### config.mk
export PLATFORM = sky130hd
export DESIGN_NAME = debounced_power_mode_select
export DESIGN_NICKNAME = d
export VERILOG_FILES = /design/src/dpms_pkg.sv /design/src/dpms_core.sv /design/src/debounced_power_mode_select.sv
export VERILOG_INCLUDE_DIRS = /design/src /design/src/src
export SDC_FILE = /design/constraint.sdc
export NUM_CORES = 1
export LEC_CHECK = 0
export ABC_AREA = 1
export BUFFER_PORTS_ARGS = -buffer_cell sky130_fd_sc_hd__buf_2
export CELL_PAD_IN_SITES_DETAIL_PLACEMENT = 0
export CELL_PAD_IN_SITES_GLOBAL_PLACEMENT = 1
export CORE_MARGIN = 10
export CORE_UTILIZATION = 40
export CTS_CLUSTER_SIZE = 40
export DETAILED_ROUTE_END_ITERATION = 8
export PLACE_DENSITY = 0.79
export SYNTH_ARGS = -nofsm -noshare
export SYNTH_HDL_FRONTEND = slang
export SYNTH_SLANG_ARGS = --single-unit
### constraint.sdc
create_clock -name clk_i -period 5.4 [get_ports clk_i]
set_input_delay 0.81 -clock clk_i [delete_from_list [all_inputs] [get_ports clk_i]]
set_output_delay 0.81 -clock clk_i [all_outputs]
set_load 0.05 [all_outputs]
### src/debounced_power_mode_select_macros.svh
// assertion macros shared by the debounced power mode select block
`ifndef DEBOUNCED_POWER_MODE_SELECT_MACROS_SVH
`define DEBOUNCED_POWER_MODE_SELECT_MACROS_SVH

// generic clocked assertion with explicit clock and active-low reset
`define DPMS_ASSERT_CLK(lbl, clk, rstn, prop, msg) \
  lbl: assert property (@(posedge clk) disable iff (!rstn) prop) else $error(msg);

// clocked assertion on the block's own clock and reset
`define DPMS_ASSERT(lbl, prop, msg) \
  `DPMS_ASSERT_CLK(lbl, clk_i, rst_ni, prop, msg)

`endif

### src/dpms_pkg.sv
// types, codes and helpers for the debounced power mode select block
package dpms_pkg;

  localparam int unsigned TIME_W = 32;

  // item kinds
  typedef enum logic [1:0] {
    REQ_PREF  = 2'd0,
    REQ_SAVER = 2'd1,
    REQ_BATT  = 2'd2,
    REQ_TICK  = 2'd3
  } req_e;

  // preference codes; the fourth code behaves as off
  localparam logic [1:0] PREF_OFF  = 2'd0;
  localparam logic [1:0] PREF_ON   = 2'd1;
  localparam logic [1:0] PREF_AUTO = 2'd2;

  typedef struct packed {
    logic [1:0]        pref;
    logic              saver;
    logic              batt;
    logic              active;
    logic              pend_valid;
    logic              pend_mode;
    logic [TIME_W-1:0] pend_start;
  } state_t;

  typedef struct packed {
    logic [1:0]        req_type;
    logic [1:0]        pref_value;
    logic              signal_level;
    logic [TIME_W-1:0] now_time;
  } item_t;

  typedef struct packed {
    logic mode_active;
    logic mode_changed;
  } result_t;

  localparam state_t STATE_RESET = '{
    pref:       PREF_AUTO,
    saver:      1'b0,
    batt:       1'b0,
    active:     1'b0,
    pend_valid: 1'b0,
    pend_mode:  1'b0,
    pend_start: '0
  };

  // mode wanted by a preference and the two signals
  function automatic logic dpms_target(logic [1:0] pref, logic saver, logic batt);
    logic t;
    if (pref == PREF_ON) begin
      t = 1'b1;
    end else if (pref == PREF_AUTO) begin
      t = saver | batt;
    end else begin
      t = 1'b0;
    end
    return t;
  endfunction

endpackage

### src/dpms_core.sv
// next-state and result logic for one item of the power mode selector
module dpms_core
  import dpms_pkg::*;
(
  input  state_t            state_i,
  input  item_t             item_i,
  input  logic [TIME_W-1:0] debounce_time_i,
  output state_t            state_o,
  output result_t           result_o
);

  logic              want;
  logic              changed;
  logic [TIME_W-1:0] elapsed;
  state_t            sig_st;

  // wrap-around elapsed time since the debounce was armed
  assign elapsed = item_i.now_time - state_i.pend_start;

  always_comb begin
    state_o = state_i;
    changed = 1'b0;
    want    = 1'b0;
    sig_st  = state_i;
    unique case (req_e'(item_i.req_type))
      REQ_PREF: begin
        // new preference commits its target at once
        state_o.pref       = item_i.pref_value;
        state_o.pend_valid = 1'b0;
        want               = dpms_target(item_i.pref_value, state_i.saver, state_i.batt);
        changed            = (want != state_i.active);
        state_o.active     = want;
      end
      REQ_SAVER, REQ_BATT: begin
        // store the signal level, then re-evaluate the debounce
        if (req_e'(item_i.req_type) == REQ_SAVER) begin
          sig_st.saver = item_i.signal_level;
        end else begin
          sig_st.batt = item_i.signal_level;
        end
        state_o = sig_st;
        want    = dpms_target(sig_st.pref, sig_st.saver, sig_st.batt);
        if (sig_st.pref != PREF_AUTO || want == sig_st.active) begin
          state_o.pend_valid = 1'b0;
        end else if (!sig_st.pend_valid || sig_st.pend_mode != want) begin
          state_o.pend_valid = 1'b1;
          state_o.pend_mode  = want;
          state_o.pend_start = item_i.now_time;
        end
      end
      REQ_TICK: begin
        // commit the pending mode once the interval has passed
        if (state_i.pend_valid && elapsed >= debounce_time_i) begin
          state_o.pend_valid = 1'b0;
          changed            = (state_i.pend_mode != state_i.active);
          state_o.active     = state_i.pend_mode;
        end
      end
      default: begin
        state_o = state_i;
      end
    endcase
  end

  assign result_o.mode_active  = state_o.active;
  assign result_o.mode_changed = changed;

endmodule

### src/debounced_power_mode_select.sv
// top level of the debounced power mode selector: item register, state and result register
// order: an accepted item is held in the item register, and the result register loads its
//   result when that register is free or being drained, so an output stall holds it back
// throughput: one item per cycle while the output is not stalled; the state update and
//   result load share one edge, so each item sees the state left by the one before it
// reset: rst_ni low clears state to preference auto, signals, mode and debounce to zero,
//   debounce interval to zero, and empties the item and result registers
`include "debounced_power_mode_select_macros.svh"

module debounced_power_mode_select
  import dpms_pkg::*;
(
  input  logic              clk_i,
  input  logic              rst_ni,
  input  logic              cfg_we_i,
  input  logic [TIME_W-1:0] cfg_wdata_i,
  input  logic              in_valid_i,
  output logic              in_ready_o,
  input  logic [1:0]        req_type_i,
  input  logic [1:0]        pref_value_i,
  input  logic              signal_level_i,
  input  logic [TIME_W-1:0] now_time_i,
  output logic              out_valid_o,
  input  logic              out_ready_i,
  output logic              mode_active_o,
  output logic              mode_changed_o
);

  logic [TIME_W-1:0] debounce_q;
  logic              s1_valid_q;
  item_t             s1_item_q;
  state_t            st_q, st_d;
  result_t           res_d, res_q;
  logic              out_valid_q;
  logic              s1_fire;
  logic              in_fire;

  // item moves on when the result register is free or being drained
  assign s1_fire    = s1_valid_q && (!out_valid_q || out_ready_i);
  assign in_ready_o = !s1_valid_q || s1_fire;
  assign in_fire    = in_valid_i && in_ready_o;

  // debounce interval register
  always_ff @(posedge clk_i or negedge rst_ni) begin
    if (!rst_ni) begin
      debounce_q <= '0;
    end else if (cfg_we_i) begin
      debounce_q <= cfg_wdata_i;
    end
  end

  // item register
  always_ff @(posedge clk_i or negedge rst_ni) begin
    if (!rst_ni) begin
      s1_valid_q <= 1'b0;
    end else if (in_ready_o) begin
      s1_valid_q <= in_valid_i;
    end
  end

  always_ff @(posedge clk_i) begin
    if (in_fire) begin
      s1_item_q <= '{req_type: req_type_i, pref_value: pref_value_i,
                     signal_level: signal_level_i, now_time: now_time_i};
    end
  end

  dpms_core u_core (
    .state_i         (st_q),
    .item_i          (s1_item_q),
    .debounce_time_i (debounce_q),
    .state_o         (st_d),
    .result_o        (res_d)
  );

  // selector state
  always_ff @(posedge clk_i or negedge rst_ni) begin
    if (!rst_ni) begin
      st_q <= STATE_RESET;
    end else if (s1_fire) begin
      st_q <= st_d;
    end
  end

  // result register
  always_ff @(posedge clk_i or negedge rst_ni) begin
    if (!rst_ni) begin
      out_valid_q <= 1'b0;
    end else if (s1_fire) begin
      out_valid_q <= 1'b1;
    end else if (out_ready_i) begin
      out_valid_q <= 1'b0;
    end
  end

  always_ff @(posedge clk_i) begin
    if (s1_fire) begin
      res_q <= res_d;
    end
  end

  assign out_valid_o    = out_valid_q;
  assign mode_active_o  = res_q.mode_active;
  assign mode_changed_o = res_q.mode_changed;

  // checks
  `DPMS_ASSERT(a_pend_only_auto, st_q.pend_valid |-> (st_q.pref == PREF_AUTO), "pending change outside auto")
  `DPMS_ASSERT(a_pend_differs, st_q.pend_valid |-> (st_q.pend_mode != st_q.active), "pending mode equals active mode")
  `DPMS_ASSERT(a_changed_toggles, (s1_fire && res_d.mode_changed) |=> (st_q.active != $past(st_q.active)), "change flag without mode toggle")
  `DPMS_ASSERT(a_state_holds, !s1_fire |=> $stable(st_q), "state moved without an item")
  `DPMS_ASSERT(a_ready_when_empty, !out_valid_q |-> in_ready_o, "input stalled with empty output")

endmodule
==> summary.txt, run 1 <==
Run status
  – Status: completed

Finish
  – Share of cells above drive strength 1: between 10% and 20%
  – # nets final: 1006
  – Area Overhead vs Synth: 14.1%
  – Filler instances: between 1500 and 2000
  – Final Cell Area: 0.00760 sq mm
  – Ant. Diodes: 0

Logic synthesis
  – Avg Cell Area, Syn: between 8 and 9 sq um
  – Complex-gate fraction of the synthesized area: 13.7%
  – Simple-gate share of the synthesized area: 16.8%
  – Most numerous cell in the Yosys netlist: nand2_1
  – Register area share after synthesis: a little under half
  – Xor and xnor fraction of the mapped netlist area: 3.55%
  – Most instantiated cells after synthesis: nand2_1, inv_1, nor2_1
  – Synth Register Bits: 112
  – Cell count after synthesis: just under 800
  – EDFF count, synth: 39
  – Largest family of logic cells by synthesized area: simple AND/OR/NAND/NOR gates
  – Synth Area in Adders: between 10% and 20%
  – Multiplexer area fraction after synthesis: 0.507%
  – Netlist Area Pre-Place: ~0.0067 sq mm
  – Ys async rst share: between 60% and 70%
  – Count of cell types in the netlist: 34
  – Synth top area share: 27.0%
  – Post-synth net total: around 930
  – Synth warnings: 0
  – Synth area leaders: dfrtp_1, edfxtp_1, ha_1, nand2_1, inv_1
  – Ys flop type: dfrtp_1
  – Cell taking the most area after synthesis: dfrtp_1

Routing
  – Vias: around 5000
  – Routed wl met3: ~400 um
  – Detailed Routing Iterations Pass 1: 5
  – Vias per inst: about 4.6
  – Metal1 wirelength: roughly 7900 um
  – Met2 WL: between 5000 and 6000 um
  – Final ANT Viol Nets: 0
  – Post-detailed-route DRC marker count: 0
  – WL per Instance: roughly 13 um
  – Routed WL: approximately 14000 um
  – Max layer used: met4
  – Detailed Route Iter0 Violations: approximately 240

STA
  – # setup viols final: 0
  – Final worst slack: approximately 1.7 ns
  – Post-route setup TNS: 0 ns
  – Period utilisation layout: about two thirds
  – Fin. Hold Viols: 0
  – Worst Skew: roughly 0.0075 ns
  – Tmin final: ~3.7 ns
  – Unrepaired setup endpoints after global routing: no
  – Final Max Slew Viols: 0
  – Slew @ Worst Pin: slightly below 1 ns
  – Slew headroom: a little over a third
  – Max Freq: about 270 MHz

Pwr
  – Clock power frac: between 10% and 20%
  – Register share of total power: between 20 and 30%
  – Internal: 2.22 mW
  – Sw Share: between 40% and 50%
  – Peak VDD IR: 0.214 mV
  – Switch Pwr: 1.56 mW
  – Gate power share: roughly half
  – P_leak: 3.86 nW
  – Power density over the cells: 497 mW/mm^2

Clock tree
  – CTS clock-pin slew for the worst setup and hold paths: ~0.08 ns
  – H-tree Lvls: 3
  – Hold buffers post-CTS: 0
  – CTS tree: built
  – Total CTS buffers: 9
  – Postcts setup bufs: 0
  – Clock buffer depth: 2
  – Root Buffer Master: clkbuf_16
  – Worst-Skew Late Latency: ~0.35 ns
  – Resized cells post-CTS: 0
  – CTS sink cnt: 112

Die
  – Die height: around 150 um
  – FP Rows: 47
  – IO Count: 78
  – Die X: about 150 um
  – Initial core utilization: roughly two fifths
  – Core Footprint: between 0.015 and 0.02 sq mm
  – Die Area: between 0.02 and 0.025 sq mm

Worst setup path
  – Reg2reg start: s1_item_q[0]$_DFFE_PP_
  – Crit path arrival time: between 3 and 4 ns
  – Worst EP required: around 5.5 ns
  – Flop-to-flop setup slack: approximately 1.7 ns
  – Crit Path Class: reg2reg
  – R2R Path End: mode_active_o$_DFFE_PP_
  – Worst R2R Path Depth: 26
  – Maximum fanout along the worst path: 3
  – CP Launch Type: flop
  – Worst setup EP type: flop

Global route
  – Vias in the first global route: around 5000
  – Initial antenna violation count: 0
  – Pin count of the biggest net entering global routing: 65
  – Gr usage total: between 10% and 20%
  – Global-route wire length before repair: 23600 um
  – Total global routing overflow: 0

Run
  – # Max-Cap Violations: 0

Placed design
  – HPWL after DPL: about 11000 um
  – Gpl congestion: 0.901
  – Placed Area: just over 0.007 sq mm
  – Port bufs: 77
  – Setup WS pre-CTS: between 1.5 and 2 ns

Worst hold path
  – Hold path startpoint: st_q[37]$_DFFE_PN0P_
  – Hold crit path type: reg2reg
  – Hold EP: st_q[37]$_DFFE_PN0P_
  – Hold path depth: 2
-- per-stage QoR --
stage	utilization, %	instances	total power [mW]	hold WS, ns
after global routing	46.2	1090	4.20	0.529
after detailed placement	44.1	1074	3.07	0.473
final	46.2	1090	3.78	0.488
after CTS	46.2	1090	3.83	0.493
after global placement	44.1	1074	3.05	0.471
after floorplan	-	788	2.62	0.453
-- layout by cell type (no fill, tap or decap), types with 6 or more instances in the layout --
cell       synthesis  final
a21o_1             6      6
a21oi_1           72     72
buf_2              3     77
clkbuf_16          0      9
dfrtp_1           72     72
edfxtp_1          39     39
ha_1              66     66
inv_1            118    118
nand2_1          178    178
nand3_1           15     15
nand4_1            8      8
nor2_1            76     76
o21ai_0           54     54
xnor2_1            6      6
xor2_1            21     21
-- power groups by stage --
stage                     registers (mW)  logic, mW  clock network, mW
after floorplan                     1.14       1.49                  0
after global placement              1.14       1.91                  0
after detailed placement            1.14       1.93                  0
after CTS                           1.13       1.94              0.771
after global routing                1.14       2.25              0.806
final                               1.12       1.91              0.744
-- how the worst max path moves through the flow --
stage / endpoint / startpoint
final: mode_active_o$_DFFE_PP_ / s1_item_q[0]$_DFFE_PP_
after global routing: mode_active_o$_DFFE_PP_ / s1_item_q[0]$_DFFE_PP_
after CTS: mode_active_o$_DFFE_PP_ / s1_item_q[0]$_DFFE_PP_
after detailed placement: mode_active_o$_DFFE_PP_ / s1_item_q[0]$_DFFE_PP_
after global placement: mode_active_o$_DFFE_PP_ / s1_item_q[0]$_DFFE_PP_
after floorplan: mode_active_o$_DFFE_PP_ / s1_item_q[0]$_DFFE_PP_
-- state kept, by name, summed over array words and instances (netlist names) --
signal,count
debounce_q,32
s1_item_q,37
mode_active_o,1
st_q,39
mode_changed_o,1
out_valid_o,1
s1_valid_q,1
-- cells by family after synthesis --
logic type,after synthesis
simple gates,284
compound gates,163
buf+inv,132
flops,112
fa+ha+maj,67
xor+xnor,27
mux,3
-- layout make-up --
class	instances	area (sq um)	area share [%]
Sequential cell	112	3000	39.4
Clock buffer	9	225	2.96
Multi-Input combinational cell	544	3140	41.3
Timing Repair Buffer	80	408	5.36
Clock inverter	7	111	1.46
Inverter	118	443	5.83
Tap cell	220	275	3.62
-- worst max-delay path, cell delays in order, from the launching register on --
cell      delay, ns
edfxtp_1       0.36
inv_1          0.08
ha_1           0.15
inv_1          0.06
fa_1           0.39
nand3_1        0.10
nand2_1        0.09
a21oi_2        0.23
o21ai_1        0.13
a21oi_1        0.24
o21ai_1        0.15
nand2_1        0.11
nand2_1        0.05
nand2_1        0.08
nand2_1        0.05
ha_1           0.26
nand2_1        0.06
nor2_1         0.13
nand2_1        0.09
nor2_1         0.10
nand2_1        0.05
nand2_1        0.12
nand2_1        0.10
nand2_1        0.08
nand2_1        0.05
nand2_1        0.07
nand2_1        0.07
-- layer usage --
layer	global-route usage [%]	vias to the layer above
met3	2.09	10
met4	4.42	0
met2	17.9	76
li1	-	2725
met1	19.7	2163
met5	0	-
No activity file was read; power rests on OpenSTA's default activity.
==> inputs of run 2 (changes only) <==
ABC_AREA = 0   (was 1)
PLACE_DENSITY = 0.76   (was 0.79)
clock period = 3.7 ns   (was 5.4 ns; I/O delays follow)
==> run 2 against run 1 <==
Against the previous run: the flow now finishes with violations (negative setup slack); global-route usage up 0.81 points; sequential share of layout area down 2.9 points; register-to-register slack worse by 2.3 ns; critical path depth down 10; sequential power up 50%; largest cell class unchanged; total power up 68%; worst setup slack worse by 2.3 ns.
==> summary.txt, run 2 <==
Finish
  – Biggest register: st_q
  – # nets final: 921 (-8.4%)
  – Top Registers: st_q x39, s1_item_q x37, debounce_q x32
  – Non-filler cells, final: 1001 (-8.2%)
  – Share of cells above drive strength 1: 31.5% (+19 points)
  – Most frequent cells in the layout: inv_1, buf_2, buf_4
  – Final Cell Area: 0.00821 sq mm (+8.0%)
  – Area Overhead vs Synth: 25.7%
  – Util after Layout: 51.5% (+5.3 points)
  – Most common cell after layout, fill and taps aside: inv_1
  – Ant. Diodes: 0 (unchanged)
  – Max FFs per register: 39 (unchanged)

Worst setup path
  – Slowest CP cell: edfxtp_1
  – Crit Path Class: reg2reg
  – Flop-to-flop setup slack: -0.64 ns (-2.35 ns)
  – Worst EP required: 3.95 ns (-1.56 ns)
  – CP Launch Type: flop
  – CP cell instances: ha_4 > a211oi_4 > nor2_2 > or3_4 > o211ai_4 > nand2_2 > a221o_1 > o41a_1 > xor2_1 > ha_1 > and3_1 > nand3_2 > or2_4 > a221o_2 > a21oi_2 > mux2_4
  – Worst path max stage delay: 0.44 ns (+0.05 ns)
  – Maximum fanout along the worst path: 5 (+2)
  – Worst setup EP type: flop
  – Crit path arrival time: 4.60 ns (+0.79 ns)

Placed design
  – Gpl congestion: 0.886 (-1.7%)
  – Placed cells: 980 (-8.8%)
  – HPWL after DPL: 11300 um (+1.5%)
  – Placed Area: 0.00778 sq mm (+7.1%)
  – Port bufs: 77 (unchanged)

Clock tree
  – H-tree Lvls: 3 (unchanged)
  – CTS sink cnt: 112 (unchanged)
  – CTS clock-pin slew for the worst setup and hold paths: 0.08 ns (about the same)
  – Hold buffers post-CTS: 0 (unchanged)
  – Total CTS buffers: 9 (unchanged)
  – Root Buffer Master: clkbuf_16
  – Clock buffer depth: 2 (unchanged)
  – CTS tree: built
  – Worst-Skew Late Latency: 0.36 ns (about the same)

Worst hold path
  – Hold crit path type: in2reg

Routing
  – Post-detailed-route DRC marker count: 0 (unchanged)
  – Routed WL: 14900 um (+7.1%)
  – Detailed Route Iter0 Violations: 291 (+20%)
  – Detailed Routing Iterations Pass 1: 5 (unchanged)
  – Vias per inst: 4.95 (+8.5%)
  – Vias: 4958 (-0.32%)
  – Final ANT Viol Nets: 0 (unchanged)
  – WL per Instance: 14.9 um (+17%)

STA
  – Max Freq: 230 MHz (-15%)
  – Unrepaired setup endpoints after global routing: yes
  – Slew headroom: 36.3% (+0.42 points)
  – # setup viols final: 4 (+4)
  – Slew @ Worst Pin: 0.955 ns (-0.00630 ns)
  – Tmin final: 4.34 ns (+0.647 ns)
  – Fin. Hold Viols: 0 (unchanged)
  – Hold slack: 0.364 ns (-0.124 ns)
  – Final worst slack: -0.645 ns (-2.35 ns)
  – Worst Skew: 0.00989 ns (+0.00242 ns)
  – Final Max Slew Viols: 0 (unchanged)
  – Period utilisation layout: 117% (+49 points)

Logic synthesis
  – Avg Cell Area, Syn: 10.4 sq um (+23%)
  – Ys async rst share: 65.2% (unchanged)
  – Synth area leaders: dfrtp_1, edfxtp_1, ha_1, mux2_2, inv_1
  – Most numerous cell in the Yosys netlist: inv_1
  – Synth top area share: 27.6% (+0.54 points)
  – EDFF count, synth: 39 (unchanged)
  – Netlist Area Pre-Place: 0.00653 sq mm (-2.0%)
  – Most instantiated cells after synthesis: inv_1, dfrtp_1, ha_1
  – Cell count after synthesis: 628 (-20%)
  – Cell taking the most area after synthesis: dfrtp_1
  – Synth Register Bits: 112 (unchanged)
  – Post-synth net total: 769 (-17%)
  – Ys flop type: dfrtp_1
  – Count of cell types in the netlist: 59 (+74%)
  – Register area share after synthesis: 45.9% (+0.90 points)
  – Synth warnings: 0 (unchanged)

Run status
  – Failing checks: negative setup slack
  – Status: finished, violations left

Pwr
  – P_leak: 3.84 nW (-0.56%)
  – Peak VDD IR: 0.279 mV (+31%)
  – Power density over the cells: 772 mW/mm^2 (+55%)

Die
  – Core Footprint: 0.0159 sq mm (-3.2%)
  – FP Rows: 46 (-2.1%)
  – Die Area: 0.0218 sq mm (-1.7%)
  – Initial core utilization: 41.0% (+0.51 points)
  – IO Count: 78 (unchanged)
  – Die X: 148 um (-0.85%)
  – Die height: 148 um (-0.85%)

Global route
  – Vias in the first global route: 5211 (+6.1%)
  – Initial antenna violation count: 0 (unchanged)
  – Total global routing overflow: 0 (unchanged)
  – Global-route wire length before repair: 24700 um (+4.9%)
  – Gr usage total: 13.7% (+0.81 points)
  – Pin count of the biggest net entering global routing: 74 (+14%)

Run
  – # Max-Cap Violations: 0 (unchanged)
## run 2: worst max-delay path: cells and delay by family (launching register included)
kind,cells,cell delay (ns)
compound gates,6,1.68
xor+xnor,1,0.16
fa+ha+maj,2,0.55
flops,1,0.44
mux,1,0.30
simple gates,6,1.08
## run 2: kinds of logic after synthesis
kind of cell,share of synthesized area [%]
AND/OR/NAND/NOR,9.52
multiplexers,6.70
AO/OA/AOI/OAI,15.3
adder cells (fa/ha/maj),12.9
XOR/XNOR,4.16
buffers and inverters,5.42
flip-flops,45.9
## run 2: final timing paths
| kind | from | end | cells past startpoint |
|---|---|---|---|
| worst min register to register | st_q[0]$_DFFE_PN0P_ | st_q[0]$_DFFE_PN0P_ | 2 |
| max in group asynchronous | rst_ni | debounce_q[0]$_DFFE_PN0P_ | 2 |
| worst max-delay path | s1_item_q[6]$_DFFE_PP_ | st_q[33]$_DFFE_PN0P_ | 16 |
| min in group asynchronous | rst_ni | st_q[14]$_DFFE_PN0P_ | 2 |
| worst min-delay path | now_time_i[31] | s1_item_q[31]$_DFFE_PP_ | 1 |
| worst max register to register | s1_item_q[6]$_DFFE_PP_ | st_q[33]$_DFFE_PN0P_ | 16 |
## run 2: routing by layer
metal	vias up	wire [um]	GRT usage [%]
met5	-	0	0
met4	0	300	5.25
met3	22	578	2.96
met2	99	7030	22.9
met1	2335	6990	17.0
li1	2502	-	-
## run 2: where the power goes
part	switching [mW]	leakage, nW	internal, mW	total [mW]
combinational	1.76	2.42	1.87	3.63
clock	0.472	0.148	0.554	1.03
sequential	0.134	1.27	1.55	1.68
## run 2: cell type report
cell class | instances | area [sq um]
fillers | 1472 | 7730
inverters | 81 | 304
clock buffers | 10 | 239
well taps | 216 | 270
multi-input cells | 423 | 3370
flip-flops and latches | 112 | 3000
repair buffers | 153 | 956
clock inverters | 6 | 73.8
## run 2: repair_timing
| action | CTS | global route |
|---|---|---|
| pin swaps | 4 | 12 |
| resized for setup | 9 | 11 |
| buffers inserted | 3 | 2 |
| setup endpoints to repair | 4 | 4 |
| cloned | 0 | 0 |
## run 2: stage by stage
step                      setup TNS (ns)  worst slack, ns  total power [mW]
after floorplan                   -0.631           -0.288              4.08
after global placement             -1.95           -0.602              5.08
after detailed placement           -2.12           -0.642              5.19
after CTS                          -2.03           -0.583              6.28
after global routing               -2.95           -0.799              6.91
final                              -2.24           -0.645              6.34
